===== src/freq_droop_power_setpoint_assert.svh =====
// Assertion macros for the droop setpoint block.
// Needs signals named clock and reset in the including scope.
`ifndef FREQ_DROOP_POWER_SETPOINT_ASSERT_SVH
`define FREQ_DROOP_POWER_SETPOINT_ASSERT_SVH

// consequent checked in the same cycle
`define FDPS_ASSERT_NOW(lbl, ante, cons) \
   lbl: assert property (@(posedge clock) disable iff (reset) (ante) |-> (cons)) \
      else $error("fdps check failed");

// consequent checked in the next cycle
`define FDPS_ASSERT_NEXT(lbl, ante, cons) \
   lbl: assert property (@(posedge clock) disable iff (reset) (ante) |=> (cons)) \
      else $error("fdps check failed");

`endif


===== src/fdps_pkg.sv =====
// Shared widths, constants, register indexes and control types of the droop setpoint block.
// No dependencies.
package fdps_pkg;

   localparam int PWR_W      = 10;
   localparam int FREQ_W     = 17;
   localparam int LVL_W      = 20;
   localparam int SET_W      = 14;
   localparam int BAND_W     = 17;
   localparam int CSR_IDX_W  = 3;
   localparam int CSR_DATA_W = 20;

   localparam int DIFF_W = PWR_W + 1;
   localparam int DF_W   = FREQ_W + 1;
   localparam int PROD_W = 29;
   localparam int BASE_W = 16;
   localparam int FACT_W = LVL_W + 1;
   localparam int NUM_W  = FACT_W + PWR_W;
   localparam int REM_W  = BAND_W;
   localparam int CNT_W  = 5;
   localparam int ACC_W  = 40;
   localparam int RND_W  = 16;

   localparam logic [FREQ_W-1:0] NOMINAL_MHZ = 17'd60000;
   localparam logic [CNT_W-1:0]  DIV_LAST    = CNT_W'(NUM_W - 1);

   // floor(x/10) = (x * DIV10_RECIP) >> DIV10_SHIFT, exact for x < 2^22
   localparam int                DIV10_SHIFT = 23;
   localparam logic [23:0]       DIV10_RECIP = 24'd838861;
   // floor(y/6) = (y * DIV6_RECIP) >> DIV6_SHIFT, exact for y < 2^17
   localparam int                DIV6_SHIFT  = 18;
   localparam logic [16:0]       DIV6_RECIP  = 17'd43691;

   typedef enum logic [CSR_IDX_W-1:0] {
      REG_POWER_MIN     = 3'd0,
      REG_POWER_MAX     = 3'd1,
      REG_ALGORITHM_ON  = 3'd2,
      REG_DEADLINE_MODE = 3'd3,
      REG_BUFFER_LENGTH = 3'd4
   } reg_index_type;

   typedef enum logic [5:0] {
      S_IDLE  = 6'b000001,
      S_MUL   = 6'b000010,
      S_DIV   = 6'b000100,
      S_SUM   = 6'b001000,
      S_CLAMP = 6'b010000,
      S_FIN   = 6'b100000
   } state_type;

   typedef struct packed {
      logic [PWR_W-1:0]  power_min;
      logic [PWR_W-1:0]  power_max;
      logic              algorithm_on;
      logic              deadline_mode;
      logic [LVL_W-1:0]  buffer_length;
      logic [BAND_W-1:0] band;
      logic              level_load;
      logic [LVL_W-1:0]  level_value;
   } cfg_type;

   typedef struct packed {
      logic take;
      logic mul;
      logic div_step;
      logic sum;
      logic clamp;
      logic finish;
   } cmd_type;

   typedef struct packed {
      logic alg_on;
      logic step_en;
      logic div_last;
      logic out_free;
   } status_type;

endpackage


===== src/fdps_if.sv =====
// Handshake channels of the droop setpoint block: request, response, register write.
// Depends on fdps_pkg.
interface fdps_req_if import fdps_pkg::*; ();
   logic              valid;
   logic              ready;
   logic              req_type;
   logic [FREQ_W-1:0] frequency_mhz;
   logic [LVL_W-1:0]  frames_buffered;
   modport source (output valid, req_type, frequency_mhz, frames_buffered, input ready);
   modport sink   (input valid, req_type, frequency_mhz, frames_buffered, output ready);
endinterface

interface fdps_rsp_if import fdps_pkg::*; ();
   logic              valid;
   logic              ready;
   logic [SET_W-1:0]  setpoint_tenths;
   logic [FREQ_W-1:0] frequency_echo;
   logic              setpoint_valid;
   modport source (output valid, setpoint_tenths, frequency_echo, setpoint_valid, input ready);
   modport sink   (input valid, setpoint_tenths, frequency_echo, setpoint_valid, output ready);
endinterface

interface fdps_csr_if import fdps_pkg::*; ();
   logic                  valid;
   logic                  ready;
   logic [CSR_IDX_W-1:0]  index;
   logic [CSR_DATA_W-1:0] wdata;
   modport source (output valid, index, wdata, input ready);
   modport sink   (input valid, index, wdata, output ready);
endinterface


===== src/fdps_regs.sv =====
// Configuration registers and slope band (length/10 by reciprocal multiply).
// Depends on fdps_pkg and fdps_csr_if.
module fdps_regs import fdps_pkg::*; (
   input  logic       clock,
   input  logic       reset,
   fdps_csr_if.sink   csr_bus,
   output cfg_type    cfg
);

   logic [PWR_W-1:0]  power_min_ff, power_min_in;
   logic [PWR_W-1:0]  power_max_ff, power_max_in;
   logic              algorithm_on_ff, algorithm_on_in;
   logic              deadline_mode_ff, deadline_mode_in;
   logic [LVL_W-1:0]  buffer_length_ff, buffer_length_in;
   logic [BAND_W-1:0] band_ff, band_in;
   logic              wr;
   logic              len_wr;
   logic [LVL_W-1:0]  wdata_len;
   logic [LVL_W+23:0] band_prod;

   assign csr_bus.ready = 1'b1;
   assign wr            = csr_bus.valid;
   assign wdata_len     = csr_bus.wdata[LVL_W-1:0];
   assign band_prod     = (LVL_W+24)'(wdata_len) * (LVL_W+24)'(DIV10_RECIP);
   assign len_wr        = wr && (csr_bus.index == REG_BUFFER_LENGTH);

   always_comb begin
      power_min_in     = power_min_ff;
      power_max_in     = power_max_ff;
      algorithm_on_in  = algorithm_on_ff;
      deadline_mode_in = deadline_mode_ff;
      buffer_length_in = buffer_length_ff;
      band_in          = band_ff;
      if (wr) begin
         case (csr_bus.index)
            REG_POWER_MIN:     power_min_in     = csr_bus.wdata[PWR_W-1:0];
            REG_POWER_MAX:     power_max_in     = csr_bus.wdata[PWR_W-1:0];
            REG_ALGORITHM_ON:  algorithm_on_in  = csr_bus.wdata[0];
            REG_DEADLINE_MODE: deadline_mode_in = csr_bus.wdata[0];
            REG_BUFFER_LENGTH: begin
               buffer_length_in = wdata_len;
               band_in          = band_prod[DIV10_SHIFT +: BAND_W];
            end
            default: ;
         endcase
      end
   end

   always_ff @(posedge clock) begin
      if (reset) begin
         power_min_ff     <= '0;
         power_max_ff     <= '0;
         algorithm_on_ff  <= 1'b0;
         deadline_mode_ff <= 1'b0;
         buffer_length_ff <= LVL_W'(1);
         band_ff          <= '0;
      end else begin
         power_min_ff     <= power_min_in;
         power_max_ff     <= power_max_in;
         algorithm_on_ff  <= algorithm_on_in;
         deadline_mode_ff <= deadline_mode_in;
         buffer_length_ff <= buffer_length_in;
         band_ff          <= band_in;
      end
   end

   assign cfg.power_min     = power_min_ff;
   assign cfg.power_max     = power_max_ff;
   assign cfg.algorithm_on  = algorithm_on_ff;
   assign cfg.deadline_mode = deadline_mode_ff;
   assign cfg.buffer_length = buffer_length_ff;
   assign cfg.band          = band_ff;
   assign cfg.level_load    = len_wr;
   assign cfg.level_value   = {1'b0, wdata_len[LVL_W-1:1]};

endmodule


===== src/fdps_dp.sv =====
// Datapath: hysteresis, droop product, serial step divider, clamp, rounding, output register.
// Depends on fdps_pkg, fdps_req_if and fdps_rsp_if.
module fdps_dp import fdps_pkg::*; (
   input  logic        clock,
   input  logic        reset,
   input  cfg_type     cfg,
   input  cmd_type     cmd,
   output status_type  status,
   fdps_req_if.sink    req_bus,
   fdps_rsp_if.source  rsp_bus
);

   logic [FREQ_W-1:0] prev_ff, prev_in;
   logic [LVL_W-1:0]  level_ff, level_in;
   logic [FREQ_W-1:0] freq_ff, freq_in;
   logic [FREQ_W-1:0] used_ff, used_in;
   logic signed [PROD_W-1:0] prod_ff, prod_in;
   logic [BASE_W-1:0] base_ff, base_in;
   logic [NUM_W-1:0]  num_ff, num_in;
   logic [REM_W-1:0]  rem_ff, rem_in;
   logic [CNT_W-1:0]  cnt_ff, cnt_in;
   logic              step_ff, step_in;
   logic              sub_ff, sub_in;
   logic signed [ACC_W-1:0] acc_ff, acc_in;
   logic [RND_W-1:0]  rnd_ff, rnd_in;
   logic              rsp_valid_ff, rsp_valid_in;
   logic [SET_W-1:0]  set_ff, set_in;
   logic [FREQ_W-1:0] echo_ff, echo_in;
   logic              alg_out_ff, alg_out_in;

   logic [FREQ_W-1:0]        f_delta;
   logic signed [DIFF_W-1:0] diff_s;
   logic signed [DF_W-1:0]   df_s;
   logic signed [PROD_W-1:0] prod_s;
   logic [DIFF_W-1:0]        sum_mm;
   logic [PWR_W-1:0]         abs_diff;
   logic [LVL_W-1:0]         len_minus_band;
   logic                     upper, lower;
   logic [FACT_W-1:0]        factor;
   logic [REM_W:0]           rem_sh, rem_sub;
   logic                     q_bit;
   logic [ACC_W-1:0]         q_ext, q60;
   logic signed [ACC_W-1:0]  step_term, hi_s, lo_s, c1, c2;
   logic [RND_W-1:0]         hi_u, lo_u;
   logic [RND_W+16:0]        div6_prod;

   assign f_delta  = (req_bus.frequency_mhz > prev_ff) ? req_bus.frequency_mhz - prev_ff
                                                      : prev_ff - req_bus.frequency_mhz;
   assign diff_s   = $signed({1'b0, cfg.power_max}) - $signed({1'b0, cfg.power_min});
   assign df_s     = $signed({1'b0, used_ff}) - $signed({1'b0, NOMINAL_MHZ});
   assign prod_s   = PROD_W'(diff_s) * PROD_W'(df_s);
   assign sum_mm   = {1'b0, cfg.power_max} + {1'b0, cfg.power_min};
   assign abs_diff = (cfg.power_max >= cfg.power_min) ? cfg.power_max - cfg.power_min
                                                      : cfg.power_min - cfg.power_max;
   assign len_minus_band = cfg.buffer_length - LVL_W'(cfg.band);
   assign upper    = level_ff > len_minus_band;
   assign lower    = level_ff < LVL_W'(cfg.band);
   assign factor   = upper ? {1'b0, level_ff} - {1'b0, len_minus_band}
                           : FACT_W'(cfg.band) - {1'b0, level_ff};

   assign rem_sh   = {rem_ff, num_ff[NUM_W-1]};
   assign q_bit    = rem_sh >= (REM_W+1)'(cfg.band);
   assign rem_sub  = rem_sh - (REM_W+1)'(cfg.band);

   assign q_ext     = ACC_W'(num_ff);
   assign q60       = (q_ext << 6) - (q_ext << 2);
   assign step_term = !step_ff ? '0 : (sub_ff ? -$signed(q60) : $signed(q60));

   assign hi_u      = RND_W'(cfg.power_max) * RND_W'(60);
   assign lo_u      = RND_W'(cfg.power_min) * RND_W'(60);
   assign hi_s      = $signed(ACC_W'(hi_u));
   assign lo_s      = $signed(ACC_W'(lo_u));
   assign c1        = (acc_ff > hi_s) ? hi_s : acc_ff;
   assign c2        = (c1 < lo_s) ? lo_s : c1;

   assign div6_prod = (RND_W+17)'(rnd_ff) * (RND_W+17)'(DIV6_RECIP);

   always_comb begin
      prev_in      = prev_ff;
      level_in     = level_ff;
      freq_in      = freq_ff;
      used_in      = used_ff;
      prod_in      = prod_ff;
      base_in      = base_ff;
      num_in       = num_ff;
      rem_in       = rem_ff;
      cnt_in       = cnt_ff;
      step_in      = step_ff;
      sub_in       = sub_ff;
      acc_in       = acc_ff;
      rnd_in       = rnd_ff;
      set_in       = set_ff;
      echo_in      = echo_ff;
      alg_out_in   = alg_out_ff;
      rsp_valid_in = rsp_valid_ff && !rsp_bus.ready;

      if (cfg.level_load) begin
         level_in = cfg.level_value;
      end
      if (cmd.take) begin
         if (req_bus.req_type) begin
            level_in = req_bus.frames_buffered;
         end else begin
            freq_in = req_bus.frequency_mhz;
            used_in = (f_delta > FREQ_W'(1)) ? req_bus.frequency_mhz : prev_ff;
            if (cfg.algorithm_on) begin
               prev_in = req_bus.frequency_mhz;
            end
         end
      end
      if (cmd.mul) begin
         prod_in = prod_s;
         base_in = BASE_W'(sum_mm) * BASE_W'(30);
         num_in  = NUM_W'(factor) * NUM_W'(abs_diff);
         rem_in  = '0;
         cnt_in  = '0;
         step_in = cfg.deadline_mode && (cfg.band != '0) && (upper || lower);
         sub_in  = upper ^ diff_s[DIFF_W-1];
      end
      if (cmd.div_step) begin
         rem_in = q_bit ? rem_sub[REM_W-1:0] : rem_sh[REM_W-1:0];
         num_in = {num_ff[NUM_W-2:0], q_bit};
         cnt_in = cnt_ff + CNT_W'(1);
      end
      if (cmd.sum) begin
         acc_in = ACC_W'(prod_ff) + $signed(ACC_W'(base_ff)) + step_term;
      end
      if (cmd.clamp) begin
         rnd_in = c2[RND_W-1:0] + RND_W'(3);
      end
      if (cmd.finish) begin
         set_in       = cfg.algorithm_on ? div6_prod[DIV6_SHIFT +: SET_W] : '0;
         echo_in      = freq_ff;
         alg_out_in   = cfg.algorithm_on;
         rsp_valid_in = 1'b1;
      end
   end

   always_ff @(posedge clock) begin
      if (reset) begin
         prev_ff      <= NOMINAL_MHZ;
         level_ff     <= '0;
         rsp_valid_ff <= 1'b0;
      end else begin
         prev_ff      <= prev_in;
         level_ff     <= level_in;
         rsp_valid_ff <= rsp_valid_in;
      end
   end

   always_ff @(posedge clock) begin
      freq_ff    <= freq_in;
      used_ff    <= used_in;
      prod_ff    <= prod_in;
      base_ff    <= base_in;
      num_ff     <= num_in;
      rem_ff     <= rem_in;
      cnt_ff     <= cnt_in;
      step_ff    <= step_in;
      sub_ff     <= sub_in;
      acc_ff     <= acc_in;
      rnd_ff     <= rnd_in;
      set_ff     <= set_in;
      echo_ff    <= echo_in;
      alg_out_ff <= alg_out_in;
   end

   assign status.alg_on   = cfg.algorithm_on;
   assign status.step_en  = step_ff;
   assign status.div_last = cnt_ff == DIV_LAST;
   assign status.out_free = !rsp_valid_ff || rsp_bus.ready;

   assign rsp_bus.valid           = rsp_valid_ff;
   assign rsp_bus.setpoint_tenths = set_ff;
   assign rsp_bus.frequency_echo  = echo_ff;
   assign rsp_bus.setpoint_valid  = alg_out_ff;

endmodule


===== src/fdps_ctrl.sv =====
// Controller state machine sequencing the datapath for one request at a time.
// Depends on fdps_pkg.
module fdps_ctrl import fdps_pkg::*; (
   input  logic        clock,
   input  logic        reset,
   input  logic        req_valid,
   input  logic        req_is_level,
   input  status_type  status,
   output logic        req_ready,
   output cmd_type     cmd
);

   state_type state_ff, state_in;

   always_comb begin
      state_in  = state_ff;
      cmd       = '0;
      req_ready = 1'b0;
      case (state_ff)
         S_IDLE: begin
            req_ready = 1'b1;
            if (req_valid) begin
               cmd.take = 1'b1;
               if (!req_is_level) begin
                  state_in = status.alg_on ? S_MUL : S_FIN;
               end
            end
         end
         S_MUL: begin
            cmd.mul  = 1'b1;
            state_in = S_DIV;
         end
         S_DIV: begin
            if (!status.step_en) begin
               state_in = S_SUM;
            end else begin
               cmd.div_step = 1'b1;
               if (status.div_last) begin
                  state_in = S_SUM;
               end
            end
         end
         S_SUM: begin
            cmd.sum  = 1'b1;
            state_in = S_CLAMP;
         end
         S_CLAMP: begin
            cmd.clamp = 1'b1;
            state_in  = S_FIN;
         end
         S_FIN: begin
            if (status.out_free) begin
               cmd.finish = 1'b1;
               state_in   = S_IDLE;
            end
         end
         default: state_in = S_IDLE;
      endcase
   end

   always_ff @(posedge clock) begin
      if (reset) begin
         state_ff <= S_IDLE;
      end else begin
         state_ff <= state_in;
      end
   end

endmodule


===== src/freq_droop_power_setpoint.sv =====
// Droop power setpoint from grid-frequency reports; top level of controller and datapath.
// Buffer-level update: loaded in IDLE, no response. Report, algorithm off: straight to FIN.
// Report, algorithm on: MUL, DIV, SUM, CLAMP, FIN; DIV runs the 31-step serial divide by band
// only with a deadline step. One request in flight; FIN waits for a free output, then IDLE.
// Synchronous active-high reset: config to defaults, previous frequency 60000, level 0.
// Depends on fdps_pkg, fdps_if, fdps_regs, fdps_dp, fdps_ctrl and the assert header.
`include "freq_droop_power_setpoint_assert.svh"
module freq_droop_power_setpoint import fdps_pkg::*; (
   input  logic        clock,
   input  logic        reset,
   fdps_req_if.sink    req_bus,
   fdps_rsp_if.source  rsp_bus,
   fdps_csr_if.sink    csr_bus
);

   cfg_type    cfg;
   cmd_type    cmd;
   status_type status;

   fdps_regs u_regs (
      .clock   (clock),
      .reset   (reset),
      .csr_bus (csr_bus),
      .cfg     (cfg)
   );

   fdps_dp u_dp (
      .clock   (clock),
      .reset   (reset),
      .cfg     (cfg),
      .cmd     (cmd),
      .status  (status),
      .req_bus (req_bus),
      .rsp_bus (rsp_bus)
   );

   fdps_ctrl u_ctrl (
      .clock        (clock),
      .reset        (reset),
      .req_valid    (req_bus.valid),
      .req_is_level (req_bus.req_type),
      .status       (status),
      .req_ready    (req_bus.ready),
      .cmd          (cmd)
   );

   `FDPS_ASSERT_NEXT(a_level_no_rsp, req_bus.valid && req_bus.ready && req_bus.req_type, !$rose(rsp_bus.valid))
   `FDPS_ASSERT_NEXT(a_report_busy, req_bus.valid && req_bus.ready && !req_bus.req_type, !req_bus.ready)
   `FDPS_ASSERT_NOW(a_off_zero, rsp_bus.valid && !rsp_bus.setpoint_valid, rsp_bus.setpoint_tenths == '0)
   `FDPS_ASSERT_NOW(a_within_max, rsp_bus.valid && rsp_bus.setpoint_valid && (cfg.power_min <= cfg.power_max), rsp_bus.setpoint_tenths <= SET_W'(cfg.power_max) * SET_W'(10))

endmodule

===== src/flat_wrapper.sv =====
// flat-port wrapper written by rule: the top's interface ports become plain ports
module freq_droop_power_setpoint_flat import fdps_pkg::*;
  (clock, reset, req_bus_valid, req_bus_req_type, req_bus_frequency_mhz, req_bus_frames_buffered, req_bus_ready, rsp_bus_valid, rsp_bus_setpoint_tenths, rsp_bus_frequency_echo, rsp_bus_setpoint_valid, rsp_bus_ready, csr_bus_valid, csr_bus_index, csr_bus_wdata, csr_bus_ready);
  fdps_req_if req_bus_i ();
  fdps_rsp_if rsp_bus_i ();
  fdps_csr_if csr_bus_i ();
  input  logic clock;
  input  logic reset;
  input wire logic [$bits(req_bus_i.valid)-1:0] req_bus_valid;
  input wire logic [$bits(req_bus_i.req_type)-1:0] req_bus_req_type;
  input wire logic [$bits(req_bus_i.frequency_mhz)-1:0] req_bus_frequency_mhz;
  input wire logic [$bits(req_bus_i.frames_buffered)-1:0] req_bus_frames_buffered;
  output wire logic [$bits(req_bus_i.ready)-1:0] req_bus_ready;
  output wire logic [$bits(rsp_bus_i.valid)-1:0] rsp_bus_valid;
  output wire logic [$bits(rsp_bus_i.setpoint_tenths)-1:0] rsp_bus_setpoint_tenths;
  output wire logic [$bits(rsp_bus_i.frequency_echo)-1:0] rsp_bus_frequency_echo;
  output wire logic [$bits(rsp_bus_i.setpoint_valid)-1:0] rsp_bus_setpoint_valid;
  input wire logic [$bits(rsp_bus_i.ready)-1:0] rsp_bus_ready;
  input wire logic [$bits(csr_bus_i.valid)-1:0] csr_bus_valid;
  input wire logic [$bits(csr_bus_i.index)-1:0] csr_bus_index;
  input wire logic [$bits(csr_bus_i.wdata)-1:0] csr_bus_wdata;
  output wire logic [$bits(csr_bus_i.ready)-1:0] csr_bus_ready;
  assign req_bus_i.valid = req_bus_valid;
  assign req_bus_i.req_type = req_bus_req_type;
  assign req_bus_i.frequency_mhz = req_bus_frequency_mhz;
  assign req_bus_i.frames_buffered = req_bus_frames_buffered;
  assign req_bus_ready = req_bus_i.ready;
  assign rsp_bus_valid = rsp_bus_i.valid;
  assign rsp_bus_setpoint_tenths = rsp_bus_i.setpoint_tenths;
  assign rsp_bus_frequency_echo = rsp_bus_i.frequency_echo;
  assign rsp_bus_setpoint_valid = rsp_bus_i.setpoint_valid;
  assign rsp_bus_i.ready = rsp_bus_ready;
  assign csr_bus_i.valid = csr_bus_valid;
  assign csr_bus_i.index = csr_bus_index;
  assign csr_bus_i.wdata = csr_bus_wdata;
  assign csr_bus_ready = csr_bus_i.ready;
  freq_droop_power_setpoint u_core (.clock(clock), .reset(reset), .req_bus(req_bus_i), .rsp_bus(rsp_bus_i), .csr_bus(csr_bus_i));
endmodule

===== config.mk =====
export PLATFORM = sky130hd
export DESIGN_NAME = freq_droop_power_setpoint_flat
export DESIGN_NICKNAME = d
export VERILOG_FILES = /design/src/fdps_pkg.sv /design/src/fdps_if.sv /design/src/fdps_regs.sv /design/src/fdps_dp.sv /design/src/fdps_ctrl.sv /design/src/freq_droop_power_setpoint.sv /design/src/flat_wrapper.sv
export VERILOG_INCLUDE_DIRS = /design/src /design/src/src
export SDC_FILE = /design/constraint.sdc
export NUM_CORES = 2
export LEC_CHECK = 0
export BUFFER_PORTS_ARGS = -buffer_cell sky130_fd_sc_hd__buf_2
export CORE_MARGIN = 1.5
export CORE_UTILIZATION = 45
export CTS_CLUSTER_SIZE = 24
export DETAILED_ROUTE_END_ITERATION = 6
export GPL_TIMING_DRIVEN = 0
export MAX_ROUTING_LAYER = met4
export PLACE_DENSITY = 0.68
export SKIP_CTS_REPAIR_TIMING = 1
export SLEW_MARGIN = 20
export SYNTH_ARGS = -nofsm -noshare
export SYNTH_HDL_FRONTEND = slang
export SYNTH_SLANG_ARGS = --single-unit

===== constraint.sdc =====
create_clock -name clock -period 26 [get_ports clock]
set_input_delay 7.8 -clock clock [delete_from_list [all_inputs] [get_ports clock]]
set_output_delay 7.8 -clock clock [all_outputs]
set_load 0.02 [all_outputs]

## Yosys cells after proc, flatten, opt, wreduce, memory -nomap -nowiden

Index checks and enable logic that the tools add are counted.

- Bitwise gates (word level): 2
- Equal/unequal tests: 15
- Add/subtract/negate cells: 17
- Reduce and logical (&&, ||, !) cells: 19
- Multiplexer cells: 36
- Multiply operators: 7
- $lt $le $gt $ge: 8

Operator list:

| operator | count |
|---|---|
| 40-bit two-way mux | 3 |
| 17-bit two-way mux | 5 |
| 31-bit two-way mux | 2 |
| 20-bit two-way mux | 3 |
| 17-bit subtractor | 3 |
| 30-bit by 40-bit adder with 40-bit output | 1 |
| 40-bit by 17-bit > comparator with 1-bit output | 1 |
| 40-bit by 17-bit < comparator with 1-bit output | 1 |
| 20-bit by 20-bit multiplier with 40-bit output (second input constant) | 1 |
| 40-bit negator | 1 |
| 37-bit by 33-bit subtractor with 38-bit output | 1 |
| 6-bit two-way mux | 6 |
| 6-bit one-hot mux with 6 select lines | 1 |
| 16-bit by 16-bit multiplier with 32-bit output (second input constant) | 1 |
| 21-bit by 10-bit multiplier with 31-bit output | 1 |
| 29-bit by 17-bit adder with 30-bit output | 1 |
| 11-bit by 18-bit multiplier with 29-bit output | 1 |
| 10-bit by 4-bit multiplier with 14-bit output (second input constant) | 2 |
| 21-bit two-way mux | 1 |
| 17-bit by 20-bit subtractor with 21-bit output | 1 |
| 20-bit by 20-bit subtractor with 21-bit output | 1 |
| 20-bit > comparator | 1 |
| 20-bit by 17-bit < comparator with 1-bit output | 1 |
| 10-bit subtractor | 2 |
| other kinds (39) | 62 |

- Bits of input ports: 66
- Bits in registers: 324
- Logic and storage cells: 128

## Depth between registers and ports, before layout

- Depth in word-level cells: 6
- Gate-level depth with buffers: 49

## Worst setup path after synthesis

Ideal clock, no wire load.

- Path kind: input to register
- From: input port csr_bus_wdata[14]
- To: register u_core.u_regs.band_ff[14]
- Arrival: 13.657 ns
- Slack: 12.269 ns
- Stages: 22
- Buffers on the path: 0
- Setup time: 0.074 ns
- Cells stage by stage: ha_1 inv_1 fa_1 inv_1 ha_1 fa_1 inv_1 fa_1 inv_1 fa_1 fa_1 ha_1 and4_1 nand3_1 a2bb2oi_1 o211a_1 a211oi_1 o2111ai_1 a31oi_1 a21oi_1 or4b_2 a31oi_1

- Longest elaborated chain between the ends: 1

Ends and longest elaborated chain:

| what | RTL line | RTL |
|---|---|---|
| start, declared | flat_wrapper.sv:21 | `input wire logic [$bits(csr_bus_i.wdata)-1:0] csr_bus_wdata;` |
| 20-bit by 20-bit multiplier with 40-bit output | fdps_regs.sv:24 | `assign band_prod = (LVL_W+24)'(wdata_len) * (LVL_W+24)'(DIV10_RECIP);` |
| end signal, assigned | fdps_regs.sv:63 | `band_ff <= band_in;` |
| end, declared | fdps_regs.sv:15 | `logic [BAND_W-1:0] band_ff, band_in;` |

Every way passes these cells.
A chain may end at the register's enable or synchronous reset.

## Final worst setup path

- From: input port csr_bus_wdata[0]
- To: register u_core.u_regs.band_ff[14]

Same word-level chain as after synthesis.

==> metrics.md <==
| Metric | Value |
|---|---|
| Max Slew Vio Count | `0` |
| Max clock buf depth | `3` |
| Layout Skew | `0.0264 ns` |
| Ys Warns | `0` |
| Initial core utilization | `45.4%` |
| Cells after synthesis | `5676` |
| MaxCap Viol Count | `0` |
| Vias | `39849` |
| Final Hold Violating Endpoints | `0` |
| Top post-synthesis cells by count | `inv_1 (980), ha_1 (758), fa_1 (628), nand2_1 (460), nor2_1 (382)` |
| CTS Sinks | `324` |
| Area leader, netlist | `fa_1` |
| Layout cells sized above 1 | `4.56%` |
| GPL Wtd Cong | `0.947` |
| Netlist cell types | `96` |
| Post-DP HPWL | `115 mm` |
| I/O pins | `101` |
| Layout Nets | `7272` |
| Run status | `complete, no violations` |
| CP required | `26.49 ns` |
| Die width | `343 um` |
| Core Footprint | `114000 um2` |
| Most common cell in the netlist | `inv_1` |
| Worst Tran Pin Value | `1.18 ns` |
| Crit-path max FO | `11` |
| First-pass detailed-route iteration total | `6` |
| Die Ht | `343 um` |
| Post-layout min period | `14.80 ns` |
| Critical Path Source Type | `input port` |
| Grt ovf | `0` |
| Critical path arrival | `15.29 ns` |
| Worst skew pair latency | `0.59 ns` |
| Setup TNS | `0 ns` |
| IO Port Bufs | `99` |
| Site Rows | `124` |
| Syn avg cell area | `9.14 um2` |
| Critical path capture point type | `flip-flop` |
| Routed Antenna Nets | `0` |
| Main synth FF type | `edfxtp_1` |
| Register area share after synthesis | `16.8%` |
| Die Footprint | `117000 um2` |
| CTS tree | `yes` |
| RSZ-0062 raised after global routing | `no` |
| Share of the synthesized area in the top cell type | `24.2%` |
| Top cells by area, synth | `fa_1 (24%), ha_1 (18%), edfxtp_1 (13%)` |
| First-pass GRT wire length | `218 mm` |
| Largest net degree at the start of global routing | `54` |
| Remaining DRCs | `0` |
| Crit Path Category | `input port to flip-flop` |
| Worst min path class | `flip-flop to flip-flop` |
| Slew Limit Headroom | `20.9%` |
| Fmax achieved | `0.0676 GHz` |
| Final setup viols | `0` |
| H-Tree Depth | `2` |
| Iteration-0 DRC Markers | `2543` |
| Via density | `5.41` |
| Antenna violations before repair | `4` |
| Tcrit/Tclk final | `56.9%` |
| Final WL | `135 mm` |
| Avg WL per Cell | `18.4 um` |
| CTS buffer count | `39` |
| Synthesized area | `51900 um2` |
| Seq cells post-synth | `324` |
| Clock root buffer | `clkbuf_16` |
| Syn Nets | `7128` |
| Worst hold slack | `0.411 ns` |
| Number of global-route vias before repair | `40602` |
| Final core utilization | `48.7%` |
| Post-synth EDFFs | `221` |
| Area delta synth->final | `7.25%` |
| Post-synth ARST share | `0%` |
| GRT Util Overall | `24.1%` |
| Clock-pin slew on the worst setup and hold paths | `0.07 ns` |
layout by cell type (no fill, tap or decap), types with 28 or more instances in the layout:
cell type / instances
clkbuf_16: 39
a21o_1: 116
nand2_1: 459
nand3_1: 68
o21ai_0: 195
a31oi_1: 28
buf_2: 104
o21a_1: 52
dfxtp_1: 103
nor2b_1: 56
clkbuf_1: 121
inv_1: 978
nor3_1: 82
nand4_1: 40
a21oi_1: 313
and3_1: 36
fa_1: 628
edfxtp_1: 221
ha_1: 758
a211oi_1: 33
mux2i_1: 61
xor2_1: 91
o21bai_1: 35
nand2b_1: 98
nor2_1: 381
o211ai_1: 29
xnor2_1: 212
and2_1: 97
or3_1: 31
through the flow:
step / area (um2) / instances / setup WS [ns]
3_3_place_gp: 54300 / 7287 / 10.80
6_report: 55700 / 7367 / 11.20
5_1_grt: 55700 / 7367 / 11.00
3_5_place_dp: 54400 / 7291 / 10.75
2_1_floorplan: 51900 / 5676 / 12.27
4_1_cts: 55600 / 7363 / 11.31
state kept, by name, summed over array words and instances (netlist names), 10 cells and up:
signal and flops:
u_core.u_dp.acc_ff 40, u_core.u_dp.base_ff 15, u_core.u_dp.freq_ff 17, u_core.u_dp.level_ff 20
u_core.u_dp.num_ff 31, u_core.u_dp.prev_ff 17, u_core.u_dp.prod_ff 29, u_core.u_dp.rem_ff 17
u_core.u_dp.rnd_ff 16, u_core.u_dp.rsp_bus.frequency_echo 17, u_core.u_dp.rsp_bus.setpoint_tenths 14, u_core.u_dp.used_ff 17
u_core.u_regs.band_ff 17, u_core.u_regs.buffer_length_ff 20, u_core.u_regs.power_max_ff 10, u_core.u_regs.power_min_ff 10
cells by family (layout without fill, tap and decap cells):
logic type	count (synthesis)	after routing	share of synthesized area (%)
AO/OA/AOI/OAI	999	999	12.4
XOR/XNOR	306	306	5.19
adder cells (fa/ha/maj)	1386	1386	42.5
buffers and inverters	1119	1294	8.19
flip-flops	324	324	16.8
multiplexers	74	74	1.46
other	1	5	0.00723
AND/OR/NAND/NOR	1467	1467	13.5
path summary, 6_finish.rpt:
path	startpoint	endpoint	slack, ns	cells past startpoint
hold reg to reg	u_core.u_dp.freq_ff[14]	u_core.u_dp.rsp_bus.frequency_echo[14]	0.41	0
hold / removal	u_core.u_dp.freq_ff[14]	u_core.u_dp.rsp_bus.frequency_echo[14]	0.41	0
setup / recovery	csr_bus_wdata[0]	u_core.u_regs.band_ff[14]	11.20	21
setup reg to reg	u_core.u_regs.band_ff[1]	u_core.u_dp.num_ff[29]	12.49	45
worst max-delay path: stages:
cell	delay, ns
buf_2	0.34
ha_1	0.41
ha_1	0.33
inv_1	0.05
fa_1	0.51
fa_1	0.54
fa_1	0.56
inv_1	0.07
fa_1	0.56
fa_1	0.46
ha_1	0.32
and4_1	0.29
a221o_1	0.27
a2bb2oi_1	0.09
o211a_1	0.22
a211oi_1	0.86
o2111ai_1	0.34
a31oi_1	0.28
a21oi_1	0.15
or4b_2	0.64
a31oi_1	0.16
cell type report:
cell class	count	area [um2]
Buffer	138	567
Multi-Input combinational cell	4233	39000
Fill cell	10753	58700
Sequential cell	324	8700
Timing Repair Buffer	103	583
Antenna cell	4	10.0
Clock buffer	43	996
Tap cell	1512	1890
Clock inverter	29	236
Inverter	981	3680
per-layer routing:
metal	vias to the layer above	GRT usage (%)	wire, um
li1	19169	-	-
met4	0	8.41	5130
met5	-	-	0
met1	19438	30.8	58800
met2	1030	39.7	64800
met3	212	2.40	6490
Power is left out: the tool's default activity adds up to more than one toggle a clock period on the data nets, which glitch-free logic cannot reach.
